[src/design/uvs_pkg.sv]
// ----------------------------------------------------------------------------
// uvs_pkg: shared types and constants of the unique value stack
// This package holds the payload types, the status and command codes, the
// cell control struct and the sequencer states.
// ----------------------------------------------------------------------------
`default_nettype none

package uvs_pkg;

   // default depth of the stack
   localparam int STACK_DEPTH_DEFAULT = 128;

   // match bits taken from the head of the cell row per scan cycle
   localparam int SCAN_WIDTH = 8;

   localparam int VALUE_W = 32;
   localparam int FILL_W  = 8;

   typedef logic signed [VALUE_W-1:0] value_type;
   typedef logic [FILL_W-1:0]         fill_type;

   typedef enum logic {
      CMD_PUSH = 1'b0,
      CMD_POP  = 1'b1
   } command_type;

   typedef enum logic [2:0] {
      ST_PUSHED    = 3'd0,
      ST_DUPLICATE = 3'd1,
      ST_FULL      = 3'd2,
      ST_POPPED    = 3'd3,
      ST_EMPTY     = 3'd4
   } status_type;

   // entry movement along the cell row
   typedef enum logic [1:0] {
      SH_HOLD = 2'd0,
      SH_DOWN = 2'd1,
      SH_UP   = 2'd2
   } shift_type;

   typedef struct packed {
      shift_type shift;
      logic      load_match;
      logic      shift_match;
   } cell_ctl_type;

   typedef enum logic [1:0] {
      S_IDLE   = 2'd0,
      S_SCAN   = 2'd1,
      S_DECIDE = 2'd2
   } state_type;

endpackage

`default_nettype wire

[src/design/uvs_cell.sv]
// ----------------------------------------------------------------------------
// uvs_cell: one storage cell of the stack row
// Holds one entry, shifts it to or from its neighbors, compares it with a
// pushed value and passes its match bit up the row during the scan.
// ----------------------------------------------------------------------------
`default_nettype none

module uvs_cell (
   input  wire logic                   clock,
   input  wire uvs_pkg::cell_ctl_type  ctl,
   input  wire logic                   entry_valid,
   input  wire uvs_pkg::value_type     cmp_value,
   input  wire uvs_pkg::value_type     above_value,
   input  wire uvs_pkg::value_type     below_value,
   input  wire logic                   match_far,
   output      uvs_pkg::value_type     entry,
   output      logic                   match
);

   uvs_pkg::value_type entry_ff, entry_in;
   logic               match_ff, match_in;

   always_comb begin
      case (ctl.shift)
         uvs_pkg::SH_DOWN: entry_in = above_value;
         uvs_pkg::SH_UP:   entry_in = below_value;
         default:          entry_in = entry_ff;
      endcase
   end

   // match bit: loaded on compare, then walks toward the head of the row
   always_comb begin
      if (ctl.load_match) begin
         match_in = entry_valid && (entry_ff == cmp_value);
      end else if (ctl.shift_match) begin
         match_in = match_far;
      end else begin
         match_in = match_ff;
      end
   end

   always_ff @(posedge clock) begin
      entry_ff <= entry_in;
      match_ff <= match_in;
   end

   assign entry = entry_ff;
   assign match = match_ff;

endmodule

`default_nettype wire
[config.mk]
export PLATFORM = sky130hd
export DESIGN_NAME = uvs_cell
export DESIGN_NICKNAME = d
export VERILOG_FILES = /design/src/design/uvs_pkg.sv /design/src/design/uvs_cell.sv
export SDC_FILE = /design/constraint.sdc
export NUM_CORES = 1
export LEC_CHECK = 0
export CAP_MARGIN = 0
export CORE_MARGIN = 1
export CORE_UTILIZATION = 39
export DETAILED_ROUTE_END_ITERATION = 8
export DONT_BUFFER_PORTS = 1
export GPL_TIMING_DRIVEN = 1
export PLACE_DENSITY_LB_ADDON = 0.12
export SLEW_MARGIN = 20
export SYNTH_ARGS = -nofsm -noshare
export SYNTH_HDL_FRONTEND = slang
export SYNTH_SLANG_ARGS = --single-unit
[constraint.sdc]
create_clock -name clock -period 2.01 [get_ports clock]
set_input_delay 0.603 -clock clock [delete_from_list [all_inputs] [get_ports clock]]
set_output_delay 0.603 -clock clock [all_outputs]
set_load 0.02 [all_outputs]
# Word-level counts from Yosys, hierarchy flattened
# Index checks and enable logic that the tools add are counted.
# word_totals
reg_bits	33
inputBits	103
out_inout_bits	33
word_cells	11
# classes
n_eq_ne	3
muxes	3
n_reduce_logical	3
# ops
cell	n
32-bit one-hot mux with 2 select lines	1
32-bit equality test	1
2-bit nonzero test	2
2-bit by 1-bit equality test with 1-bit output (second input constant)	1
2-bit equality test (second input constant)	1
1-bit 2-to-1 mux	2
1-bit logical AND	1

# Longest topological paths before layout
# Gate-level depths: netlist of run 1.
# depth
word_depth	3
mapped_depth	5
depth_no_buf	4

# Worst setup path after synthesis of run 1
# Ideal clock, no wire load.
# synth_path
kind	input to register
startpoint	in ctl[2] (netlist bit)
endpoint	reg entry_ff[0], in the netlist entry[0], enable pin
setup_ns	0.387
arrival_time_ns	1.541
required_ns	1.623
setup_slack_ns	0.082
cell_stages	3
path_buffers	0
path_cell_list	inv_1 > ha_1 > inv_1
# synth_via
elab_chain_len	2
word_cells_on_any_way	3
cone_classes	2 x eq/ne; 1 x reduce/logical
# synth_rtl
item	line	text
start, declared	uvs_cell.sv:10	input wire uvs_pkg::cell_ctl_type ctl,
2-bit equality test or 2-bit by 1-bit equality test with 1-bit output (tied branches)	uvs_cell.sv:24	case (ctl.shift)
2-bit nonzero test (no line) (*)	--	
end signal, assigned	uvs_cell.sv:43	entry_ff <= entry_in;
end, declared	uvs_cell.sv:20	uvs_pkg::value_type entry_ff, entry_in;
# Mark *: on every way between the ends. The rest lies on a longest branch, timed or not.
# A chain may end at the register's enable or synchronous reset.

# Final worst setup path of run 1
# layout_path
startpoint	reg entry_ff[27], in the netlist entry[27]
endpoint	reg match_ff, in the netlist match (data pin)
# layout_via
elab_chain_len	3
# layout_rtl
item	line	text
32-bit equality test	uvs_cell.sv:34	match_in = entry_valid && (entry_ff == cmp_value);
1-bit logical AND	uvs_cell.sv:34	
1-bit 2-to-1 mux	uvs_cell.sv:33	if (ctl.load_match) begin
via match_in	uvs_cell.sv:21	logic match_ff, match_in;
end signal, assigned	uvs_cell.sv:44	match_ff <= match_in;
end, declared	uvs_cell.sv:21	
# The timed path passes the listed nets, and every way through them passes these cells.

==> run_summary.xml, run 1 <==
<?xml version="1.0" encoding="UTF-8"?>
<metrics>
  <group name="outcome">
    <metric name="outcome" unit="">complete, no violations</metric>
  </group>
  <group name="global_route">
    <metric name="grt_start_max_net_pins" unit="">33</metric>
    <metric name="grt_pass1_vias" unit="">1067</metric>
    <metric name="grtUsageTotal" unit="%">14.2</metric>
    <metric name="globalRouteOverflowTotal" unit="">0</metric>
    <metric name="grt_pass1_wl" unit="mm">5.15</metric>
    <metric name="grt_antenna_before_repair" unit="">0</metric>
  </group>
  <group name="clock_tree">
    <metric name="clock_path_buffers" unit="">2</metric>
    <metric name="clkSinkCount" unit="">33</metric>
    <metric name="insertion_delay" unit="ps">270</metric>
    <metric name="clockRootBuffer" unit="">sky130_fd_sc_hd__clkbuf_8</metric>
    <metric name="post_cts_hold_buffer_count" unit="">0</metric>
    <metric name="clock_tree_from_tritoncts" unit="">yes</metric>
    <metric name="cts.clk_slew.worst_paths" unit="ps">60</metric>
    <metric name="cts_post_setup_buffers_inserted" unit="">0</metric>
    <metric name="ctsHtreeMaxLevel" unit="">2</metric>
    <metric name="postCtsResizedCells" unit="">0</metric>
    <metric name="numCtsBuffers" unit="">5</metric>
  </group>
  <group name="drt">
    <metric name="via_count" unit="">985</metric>
    <metric name="detailedRoute.firstIterationViolations" unit="">31</metric>
    <metric name="drt-pass1-iter-count" unit="">4</metric>
    <metric name="wire_per_inst" unit="um">17.9</metric>
    <metric name="antenna_left" unit="">0</metric>
    <metric name="drc" unit="">0</metric>
    <metric name="vias_per_cell" unit="">5.53</metric>
    <metric name="drt_wl_total" unit="mm">3.19</metric>
  </group>
  <group name="timing">
    <metric name="final-max-slew-violation-count" unit="">0</metric>
    <metric name="timing.final.crit_period" unit="ps">1680</metric>
    <metric name="finalHoldWorstSlack" unit="ps">526</metric>
    <metric name="setup_ws" unit="ps">329</metric>
    <metric name="clock_skew" unit="ps">2.49</metric>
    <metric name="final-hold-violation-count" unit="">0</metric>
    <metric name="finalSetupViolations" unit="">0</metric>
    <metric name="maxClockFrequency" unit="MHz">595</metric>
    <metric name="worst_slew_margin_rel" unit="%">76.5</metric>
    <metric name="min_period_over_period" unit="%">83.6</metric>
    <metric name="grt_setup_unrepaired" unit="">no</metric>
    <metric name="tightestPinTransition" unit="ps">350</metric>
    <metric name="fin_tns_setup" unit="ps">0</metric>
  </group>
  <group name="yosys">
    <metric name="synthesis.yosys.warnings" unit="">0</metric>
    <metric name="synth_enable_flop_cells" unit="">33</metric>
    <metric name="synth_cell_types" unit="">16</metric>
    <metric name="synth_area" unit="um^2">1760</metric>
    <metric name="post-synth-top-area-cell" unit="">sky130_fd_sc_hd__edfxtp_1</metric>
    <metric name="ys_async_sr_fraction" unit="%">0</metric>
    <metric name="post-synth-top-count-cell" unit="">sky130_fd_sc_hd__edfxtp_1</metric>
    <metric name="postSynthNetCount" unit="">222</metric>
    <metric name="synth_cells" unit="">118</metric>
    <metric name="yosys-top-cells-count" unit="">sky130_fd_sc_hd__edfxtp_1, sky130_fd_sc_hd__mux2_2, sky130_fd_sc_hd__xnor2_1, sky130_fd_sc_hd__xor2_1</metric>
    <metric name="synth_seq_cells" unit="">33</metric>
    <metric name="netlist_top_cells_area" unit="">sky130_fd_sc_hd__edfxtp_1, sky130_fd_sc_hd__mux2_2, sky130_fd_sc_hd__xnor2_1</metric>
    <metric name="synth-seq-area-share" unit="%">56.2</metric>
    <metric name="dominantRegCellSynth" unit="">sky130_fd_sc_hd__edfxtp_1</metric>
    <metric name="yosys.area.top_type_share" unit="%">56.2</metric>
    <metric name="synthesis.area_per_instance" unit="um^2">14.9</metric>
  </group>
  <group name="run">
    <metric name="maxCapViolations" unit="">0</metric>
  </group>
  <group name="die">
    <metric name="initial_core_util" unit="%">40.5</metric>
    <metric name="boundaryPins" unit="">136</metric>
    <metric name="chipHeight" unit="um">69.2</metric>
    <metric name="fp.dieArea" unit="um^2">4790</metric>
    <metric name="core_area" unit="um^2">4350</metric>
    <metric name="floorplan.die.width" unit="um">69.2</metric>
    <metric name="placement_rows" unit="">24</metric>
  </group>
  <group name="worst_setup_path">
    <metric name="worstPathMaxFanout" unit="">2</metric>
    <metric name="crit_path_cell_trace" unit="">xnor2_1 -&gt; nand3_1 -&gt; or4_1 -&gt; o31ai_2</metric>
    <metric name="start_kind" unit="">flip-flop</metric>
    <metric name="slowest_delay" unit="ps">520</metric>
    <metric name="cp.required" unit="ps">2120</metric>
    <metric name="worst_path_class_setup" unit="">flip-flop to flip-flop</metric>
    <metric name="cp-end-kind" unit="">flip-flop</metric>
    <metric name="worst_path_max_delay_cell" unit="">sky130_fd_sc_hd__or4_1</metric>
    <metric name="crit_arrival" unit="ps">1790</metric>
  </group>
  <group name="power_and_ir_drop">
    <metric name="cellLeakagePower" unit="nW">0.644</metric>
    <metric name="power.density" unit="nW/um^2">909</metric>
    <metric name="ir_drop" unit="uV">499</metric>
  </group>
  <group name="placed_design">
    <metric name="place.gp.congestion" unit="">0.693</metric>
    <metric name="preCtsSetupSlack" unit="ps">201</metric>
    <metric name="port_buffers" unit="">0</metric>
    <metric name="place_hpwl" unit="mm">2.45</metric>
  </group>
  <group name="final_layout">
    <metric name="area_growth_syn_to_layout" unit="%">10.3</metric>
    <metric name="filler_cell_count" unit="">398</metric>
    <metric name="antenna_cells" unit="">0</metric>
    <metric name="final_nets" unit="">229</metric>
    <metric name="postLayoutCoreUtil" unit="%">44.7</metric>
    <metric name="layout-drive-gt1-share" unit="%">32.5</metric>
  </group>
  <group name="worst_hold_path">
    <metric name="min-delay-path-class" unit="">input pin to flip-flop</metric>
  </group>
</metrics>
critical path: cells and delay by family, from the launching register on:
| family | cells | cell delay [ps] |
|---|---|---|
| flip-flops | 1 | 510 |
| AO/OA/AOI/OAI | 1 | 180 |
| AND/OR/NAND/NOR | 2 | 620 |
| XOR/XNOR | 1 | 200 |
area by class of cell:
class / instances / area (um^2) / area share [%]
well taps: 52 / 65.1 / 3.35
inverters: 2 / 7.51 / 0.386
clock buffers: 8 / 80.1 / 4.12
multi-input cells: 79 / 746 / 38.4
flip-flops and latches: 33 / 991 / 51.0
repair buffers: 4 / 55.1 / 2.83
sequential cells by signal (all words and copies together) (netlist names):
name / cells
match: 1
entry: 32
path summary, 6_finish.rpt:
| kind | startpoint | to | slack, ps | depth (start not counted) |
|---|---|---|---|---|
| worst max-delay path | entry[27] | match | 330 | 4 |
| worst min-delay path | ctl[0] | match | 530 | 1 |
| worst max register to register | entry[27] | match | 330 | 4 |
| worst min register to register | entry[5] | match | 900 | 3 |
through the flow:
step | total power, W | area (um^2) | std cells
6_report | 0.00177 | 1940 | 178
5_1_grt | 0.00187 | 1940 | 178
4_1_cts | 0.00180 | 1940 | 178
3_5_place_dp | 0.00133 | 1860 | 170
3_3_place_gp | 0.00132 | 1860 | 170
2_1_floorplan | 0.00126 | 1760 | 118
routing by layer:
layer	vias to the layer above	wire (um)	track usage (%)
met1	445	1040	13.8
met3	7	414	7.85
met2	82	1690	24.6
met4	0	57	6.12
met5	-	0	0
li1	451	-	-
placed cells by master, fill, tap and decap left out, types with 3 or more instances in the layout:
master | Yosys | final
sky130_fd_sc_hd__nand4_1 | 4 | 4
sky130_fd_sc_hd__nor4_1 | 4 | 4
sky130_fd_sc_hd__clkbuf_1 | 1 | 3
sky130_fd_sc_hd__xor2_1 | 16 | 16
sky130_fd_sc_hd__clkbuf_8 | 0 | 5
sky130_fd_sc_hd__mux2_2 | 30 | 30
sky130_fd_sc_hd__edfxtp_1 | 33 | 33
sky130_fd_sc_hd__xnor2_1 | 16 | 16
logic make-up after synthesis:
group	count (synthesis)	share of synthesized area (%)
flops	33	56.2
buf+inv	6	1.49
xor+xnor	32	15.9
compound gates	1	0.710
fa+ha+maj	1	0.710
simple gates	13	4.54
mux	32	20.4
power breakdown:
group / switching, W / internal, W / total, W
Sequential: 0.000187 / 0.000884 / 0.00107
Combinational: 0.000103 / 0.000135 / 0.000237
Clock: 0.000213 / 0.000245 / 0.000458
No activity file was read; power rests on OpenSTA's default activity.
==> inputs of run 2 (changes only) <==
==> constraint.sdc (replaced) <==
create_clock -name clock -period 1.8 [get_ports clock]
set_input_delay 0.54 -clock clock [delete_from_list [all_inputs] [get_ports clock]]
set_output_delay 0.54 -clock clock [all_outputs]
set_load 0.02 [all_outputs]
==> run 2 against run 1 <==
Against the previous run: clock power increased by 12%; clock skew decreased by 0.52 ps; core utilization increased by 4.9 points; critical path type unchanged; largest power group unchanged.
==> run_summary.xml, run 2 (same netlist as run 1, synthesis figures left out) <==
<?xml version="1.0" encoding="UTF-8"?>
<metrics>
  <group name="outcome">
    <metric name="outcome" unit="">complete, no violations</metric>
  </group>
  <group name="power_and_ir_drop">
    <metric name="power.density" unit="nW/um^2">974</metric>
    <metric name="cellLeakagePower" unit="nW">0.774</metric>
    <metric name="ir_drop" unit="uV">495</metric>
  </group>
  <group name="final_layout">
    <metric name="filler_cell_count" unit="">406</metric>
    <metric name="area_growth_syn_to_layout" unit="%">22.4</metric>
    <metric name="final_cell_mix" unit="">sky130_fd_sc_hd__edfxtp_1, sky130_fd_sc_hd__mux2_2, sky130_fd_sc_hd__buf_4</metric>
    <metric name="final_nets" unit="">257</metric>
    <metric name="final_common_cell" unit="">sky130_fd_sc_hd__edfxtp_1</metric>
    <metric name="layout-drive-gt1-share" unit="%">45.5</metric>
    <metric name="multi_input_area" unit="um^2">746</metric>
    <metric name="largest_register_ff_count" unit="">32</metric>
    <metric name="regArea" unit="um^2">991</metric>
    <metric name="antenna_cells" unit="">0</metric>
  </group>
  <group name="global_route">
    <metric name="globalRouteOverflowTotal" unit="">0</metric>
    <metric name="grtUsageTotal" unit="%">14.9</metric>
    <metric name="grt_pass1_wl" unit="mm">5.43</metric>
    <metric name="grt_antenna_before_repair" unit="">0</metric>
    <metric name="grt_pass1_vias" unit="">1167</metric>
    <metric name="grt_start_max_net_pins" unit="">33</metric>
  </group>
  <group name="timing">
    <metric name="min_period_over_period" unit="%">87.5</metric>
    <metric name="setup_ws" unit="ps">225</metric>
    <metric name="maxClockFrequency" unit="MHz">635</metric>
    <metric name="clock_skew" unit="ps">1.97</metric>
    <metric name="final-max-slew-violation-count" unit="">0</metric>
    <metric name="finalSetupViolations" unit="">0</metric>
    <metric name="grt_setup_unrepaired" unit="">no</metric>
    <metric name="final-hold-violation-count" unit="">0</metric>
    <metric name="worst_slew_margin_rel" unit="%">78.1</metric>
    <metric name="tightestPinTransition" unit="ps">325</metric>
    <metric name="fin_tns_setup" unit="ps">0</metric>
    <metric name="timing.final.crit_period" unit="ps">1580</metric>
  </group>
  <group name="clock_tree">
    <metric name="clock_tree_from_tritoncts" unit="">yes</metric>
    <metric name="clock_path_buffers" unit="">2</metric>
    <metric name="cts.clk_slew.worst_paths" unit="ps">60</metric>
    <metric name="clockRootBuffer" unit="">sky130_fd_sc_hd__clkbuf_8</metric>
    <metric name="numCtsBuffers" unit="">5</metric>
    <metric name="clkSinkCount" unit="">33</metric>
    <metric name="post_cts_hold_buffer_count" unit="">0</metric>
    <metric name="cts_post_setup_buffers_inserted" unit="">0</metric>
    <metric name="insertion_delay" unit="ps">270</metric>
    <metric name="ctsHtreeMaxLevel" unit="">2</metric>
    <metric name="postCtsResizedCells" unit="">0</metric>
  </group>
  <group name="placed_design">
    <metric name="port_buffers" unit="">0</metric>
    <metric name="place.gp.congestion" unit="">0.687</metric>
    <metric name="preCtsSetupSlack" unit="ps">65.7</metric>
    <metric name="place_hpwl" unit="mm">2.81</metric>
  </group>
  <group name="worst_hold_path">
    <metric name="min-delay-path-class" unit="">input pin to flip-flop</metric>
  </group>
  <group name="drt">
    <metric name="drt-pass1-iter-count" unit="">2</metric>
    <metric name="vias_per_cell" unit="">5.29</metric>
    <metric name="drc" unit="">0</metric>
    <metric name="wire_per_inst" unit="um">16.7</metric>
    <metric name="via_count" unit="">1090</metric>
    <metric name="antenna_left" unit="">0</metric>
    <metric name="drt_wl_total" unit="mm">3.45</metric>
    <metric name="detailedRoute.firstIterationViolations" unit="">45</metric>
  </group>
  <group name="worst_setup_path">
    <metric name="worstPathMaxFanout" unit="">2</metric>
    <metric name="worst_path_max_delay_cell" unit="">sky130_fd_sc_hd__edfxtp_1</metric>
    <metric name="crit_path_cell_trace" unit="">xor2_1 -&gt; nor4_1 -&gt; nand4_1 -&gt; o31ai_2</metric>
    <metric name="slowest_delay" unit="ps">430</metric>
    <metric name="crit_arrival" unit="ps">1680</metric>
    <metric name="critPathTopFamily" unit="">simple AND/OR/NAND/NOR gates</metric>
    <metric name="cp-end-kind" unit="">flip-flop</metric>
    <metric name="worst_path_class_setup" unit="">flip-flop to flip-flop</metric>
    <metric name="critPathBufInv" unit="">0</metric>
    <metric name="cp.required" unit="ps">1910</metric>
    <metric name="start_kind" unit="">flip-flop</metric>
  </group>
  <group name="die">
    <metric name="initial_core_util" unit="%">40.5</metric>
    <metric name="chipHeight" unit="um">69.2</metric>
    <metric name="boundaryPins" unit="">136</metric>
    <metric name="fp.dieArea" unit="um^2">4790</metric>
    <metric name="core_area" unit="um^2">4350</metric>
    <metric name="floorplan.die.width" unit="um">69.2</metric>
    <metric name="placement_rows" unit="">24</metric>
  </group>
  <group name="run">
    <metric name="maxCapViolations" unit="">0</metric>
  </group>
</metrics>
-- run 2: cell types whose count changed in the layout (fill, tap and decap cells not counted) --
| cell | delta |
|---|---|
| sky130_fd_sc_hd__clkinvlp_4 | +1 |
| sky130_fd_sc_hd__inv_1 | -1 |
| sky130_fd_sc_hd__buf_4 | +28 |
-- run 2: routing by layer --
layer | part of all wire (%) | global-route usage [%] | routed length (um)
met2 | 52 | 25.7 | 1800
met5 | 0 | 0 | 0
met4 | 1.5 | 5.44 | 50
met1 | 35 | 15.7 | 1220
met3 | 11 | 7.12 | 380
-- run 2: worst reg2reg max path: cells and delay by family (launching register included) --
| family | cells | cell delay, ps |
|---|---|---|
| flops | 1 | 430 |
| simple gates | 2 | 550 |
| xor+xnor | 1 | 170 |
| compound gates | 1 | 260 |
-- run 2: path summary, 6_finish.rpt --
kind                        from        to  slack, ps  depth (start not counted)
setup / recovery       entry[22]     match        220                          4
hold / removal    above_value[3]  entry[3]        460                          1
setup reg to reg       entry[22]     match        220                          4
hold reg to reg        entry[31]     match        820                          4
-- run 2: through the flow --
stage          total power [W]  cells  utilization, %  hold WS (ps)  area (um^2)
4_1_cts                0.00214    206            49.6           454         2160
6_report               0.00210    206            49.6           465         2160
3_3_place_gp           0.00160    198            47.7           742         2080
2_1_floorplan          0.00141    118               -           740         1770
5_1_grt                0.00221    206            49.6           453         2160
3_5_place_dp           0.00162    198            47.7           747         2080
-- run 2: area by class of cell --
cell class,count,share of cell area [%]
Tap cell,52,3.01
Sequential cell,33,45.9
Clock buffer,8,3.71
Multi-Input combinational cell,79,34.6
Timing Repair Buffer,32,12.3
Inverter,2,0.522
-- run 2: where the power goes --
part           switching, W  internal, W  leakage (nW)  total (W)
logic              0.000261     0.000259         0.410   0.000520
registers         0.0000868     0.000983         0.324    0.00107
clock network      0.000238     0.000274        0.0395   0.000512
total              0.000585      0.00152         0.774    0.00210
==> inputs of run 3 (changes only) <==
--- a/config.mk
+++ b/config.mk
@@ -7,7 +7,7 @@
 export LEC_CHECK = 0
 export CAP_MARGIN = 0
 export CORE_MARGIN = 1
-export CORE_UTILIZATION = 39
+export CORE_UTILIZATION = 55
 export DETAILED_ROUTE_END_ITERATION = 8
 export DONT_BUFFER_PORTS = 1
 export GPL_TIMING_DRIVEN = 1
==> run 3 against run 2 <==
Against the previous run: combinational power about the same; hold slack lost 49 ps; die area down 28%; wire length is 4.1% lower; non-clock buffer count did not move; clock-buffer cell count stayed put; sequential power about the same; critical endpoint unchanged.
==> run_summary.xml, run 3 (same netlist as run 1, synthesis figures left out) <==
<?xml version="1.0" encoding="UTF-8"?>
<metrics>
  <group name="final_layout">
    <metric name="layout-drive-gt1-share" unit="%">45.5</metric>
    <metric name="final_common_cell" unit="">sky130_fd_sc_hd__edfxtp_1</metric>
    <metric name="final_nets" unit="">257</metric>
    <metric name="antenna_cells" unit="">0</metric>
    <metric name="final_cell_mix" unit="">sky130_fd_sc_hd__edfxtp_1, sky130_fd_sc_hd__mux2_2, sky130_fd_sc_hd__buf_4</metric>
    <metric name="largest_register_ff_count" unit="">32</metric>
    <metric name="area_growth_syn_to_layout" unit="%">20.8</metric>
    <metric name="filler_cell_count" unit="">228</metric>
  </group>
  <group name="worst_setup_path">
    <metric name="worst_path_max_delay_cell" unit="">sky130_fd_sc_hd__or4_1</metric>
    <metric name="worst_path_class_setup" unit="">flip-flop to flip-flop</metric>
    <metric name="regToRegStartpoint" unit="">entry[27]</metric>
    <metric name="crit_arrival" unit="ps">1750</metric>
    <metric name="setup.reg_to_reg.worst_slack" unit="ps">210</metric>
    <metric name="cp-end-kind" unit="">flip-flop</metric>
    <metric name="slowest_delay" unit="ps">540</metric>
    <metric name="crit_start" unit="">entry[27]</metric>
    <metric name="crit_path_cell_trace" unit="">xnor2_1 -&gt; nand3_1 -&gt; or4_1 -&gt; o31ai_2</metric>
    <metric name="worstPathMaxFanout" unit="">2</metric>
    <metric name="start_kind" unit="">flip-flop</metric>
    <metric name="cp.required" unit="ps">1970</metric>
  </group>
  <group name="global_route">
    <metric name="grt_pass1_wl" unit="mm">4.51</metric>
    <metric name="grt_pass1_vias" unit="">1015</metric>
    <metric name="grt_antenna_before_repair" unit="">0</metric>
    <metric name="grtUsageTotal" unit="%">19.0</metric>
    <metric name="grt_start_max_net_pins" unit="">33</metric>
    <metric name="globalRouteOverflowTotal" unit="">0</metric>
  </group>
  <group name="timing">
    <metric name="fin_tns_setup" unit="ps">0</metric>
    <metric name="finalSetupViolations" unit="">0</metric>
    <metric name="grt_setup_unrepaired" unit="">no</metric>
    <metric name="final-max-slew-violation-count" unit="">0</metric>
    <metric name="maxClockFrequency" unit="MHz">630</metric>
    <metric name="min_period_over_period" unit="%">88.2</metric>
    <metric name="tightestPinTransition" unit="ps">372</metric>
    <metric name="timing.final.crit_period" unit="ps">1590</metric>
    <metric name="final-hold-violation-count" unit="">0</metric>
    <metric name="worst_slew_margin_rel" unit="%">75.0</metric>
    <metric name="clock_skew" unit="ps">6.56</metric>
  </group>
  <group name="run">
    <metric name="maxCapViolations" unit="">0</metric>
  </group>
  <group name="die">
    <metric name="floorplan.die.width" unit="um">58.6</metric>
    <metric name="boundaryPins" unit="">136</metric>
    <metric name="placement_rows" unit="">20</metric>
    <metric name="chipHeight" unit="um">58.6</metric>
    <metric name="fp.dieArea" unit="um^2">3440</metric>
    <metric name="core_area" unit="um^2">3050</metric>
    <metric name="initial_core_util" unit="%">57.7</metric>
  </group>
  <group name="power_and_ir_drop">
    <metric name="power.density" unit="nW/um^2">931</metric>
    <metric name="ir_drop" unit="uV">522</metric>
    <metric name="cellLeakagePower" unit="nW">0.765</metric>
    <metric name="totalPowerFinal" unit="W">0.00198</metric>
  </group>
  <group name="clock_tree">
    <metric name="insertion_delay" unit="ps">330</metric>
    <metric name="cts_post_setup_buffers_inserted" unit="">0</metric>
    <metric name="numCtsBuffers" unit="">5</metric>
    <metric name="post_cts_hold_buffer_count" unit="">0</metric>
    <metric name="cts.clk_slew.worst_paths" unit="ps">90</metric>
    <metric name="postCtsResizedCells" unit="">0</metric>
    <metric name="ctsHtreeMaxLevel" unit="">2</metric>
    <metric name="clockRootBuffer" unit="">sky130_fd_sc_hd__clkbuf_4</metric>
    <metric name="clock_path_buffers" unit="">2</metric>
    <metric name="clock_tree_from_tritoncts" unit="">yes</metric>
    <metric name="clkSinkCount" unit="">33</metric>
  </group>
  <group name="drt">
    <metric name="routed_met3_length" unit="um">351</metric>
    <metric name="wire_per_inst" unit="um">16.7</metric>
    <metric name="antenna_left" unit="">0</metric>
    <metric name="vias_per_cell" unit="">5.45</metric>
    <metric name="drt-pass1-iter-count" unit="">6</metric>
    <metric name="via_count" unit="">1079</metric>
    <metric name="met1_length" unit="mm">1.22</metric>
    <metric name="drc" unit="">0</metric>
    <metric name="maxUsedRoutingLayer" unit="">met4</metric>
    <metric name="detailedRoute.firstIterationViolations" unit="">15</metric>
    <metric name="detailroute.wirelength.met2" unit="mm">1.69</metric>
    <metric name="drt_wl_total" unit="mm">3.31</metric>
  </group>
  <group name="placed_design">
    <metric name="place_hpwl" unit="mm">2.59</metric>
    <metric name="port_buffers" unit="">0</metric>
    <metric name="place.gp.congestion" unit="">0.683</metric>
  </group>
  <group name="outcome">
    <metric name="outcome" unit="">complete, no violations</metric>
  </group>
  <group name="worst_hold_path">
    <metric name="hp-start" unit="">ctl[0]</metric>
    <metric name="min-delay-path-class" unit="">input pin to flip-flop</metric>
  </group>
</metrics>
-- run 3: cell types whose count changed in the layout (fill, tap and decap cells not counted) --
| cell | previous run | this run |
|---|---|---|
| sky130_fd_sc_hd__buf_4 | 30 | 29 |
| sky130_fd_sc_hd__clkbuf_8 | 5 | 0 |
| sky130_fd_sc_hd__buf_12 | 2 | 3 |
| sky130_fd_sc_hd__clkbuf_4 | 0 | 5 |
-- run 3: final cells by class --
class                   count  area (um^2)  share of cell area [%]
flip-flops and latches     33          991                    46.5
well taps                  44         55.1                    2.59
inverters                   2         11.3                   0.529
clock buffers               8         48.8                    2.29
multi-input cells          79          746                    35.0
repair buffers             32          278                    13.0
-- run 3: per-layer routing --
metal / up-vias / GRT usage, %
li1: 511 / -
met1: 486 / 21.4
met2: 77 / 31.7
met3: 5 / 8.13
met4: 0 / 8.16
met5: - / 0
-- run 3: worst paths after layout --
path,endpoint,cells past startpoint
hold reg to reg,match,4
setup reg to reg,match,4
setup / recovery,match,4
hold / removal,match,1
-- run 3: power by group --
group          leakage [nW]  switching, W  internal (W)
sequential            0.324     0.0000894      0.000982
clock                0.0265      0.000234      0.000156
combinational         0.415      0.000257      0.000265
-- run 3: worst max-delay path: cells and delay by family (launching register included) --
| kind | cells | cell delay, ps |
|---|---|---|
| simple gates | 2 | 650 |
| xor+xnor | 1 | 160 |
| flops | 1 | 440 |
| compound gates | 1 | 180 |
-- run 3: stage by stage --
| stage | setup slack [ps] | cell area [um^2] | cells | hold WS (ps) | util [%] |
|---|---|---|---|---|---|
| 2_1_floorplan | 108 | 1770 | 118 | 740 | - |
| 3_3_place_gp | 133 | 2080 | 190 | 750 | 68.2 |
| 6_report | 212 | 2130 | 198 | 416 | 69.8 |
| 4_1_cts | 203 | 2130 | 198 | 399 | 69.8 |
| 3_5_place_dp | 117 | 2080 | 190 | 749 | 68.2 |
| 5_1_grt | 73.8 | 2130 | 198 | 386 | 69.8 |
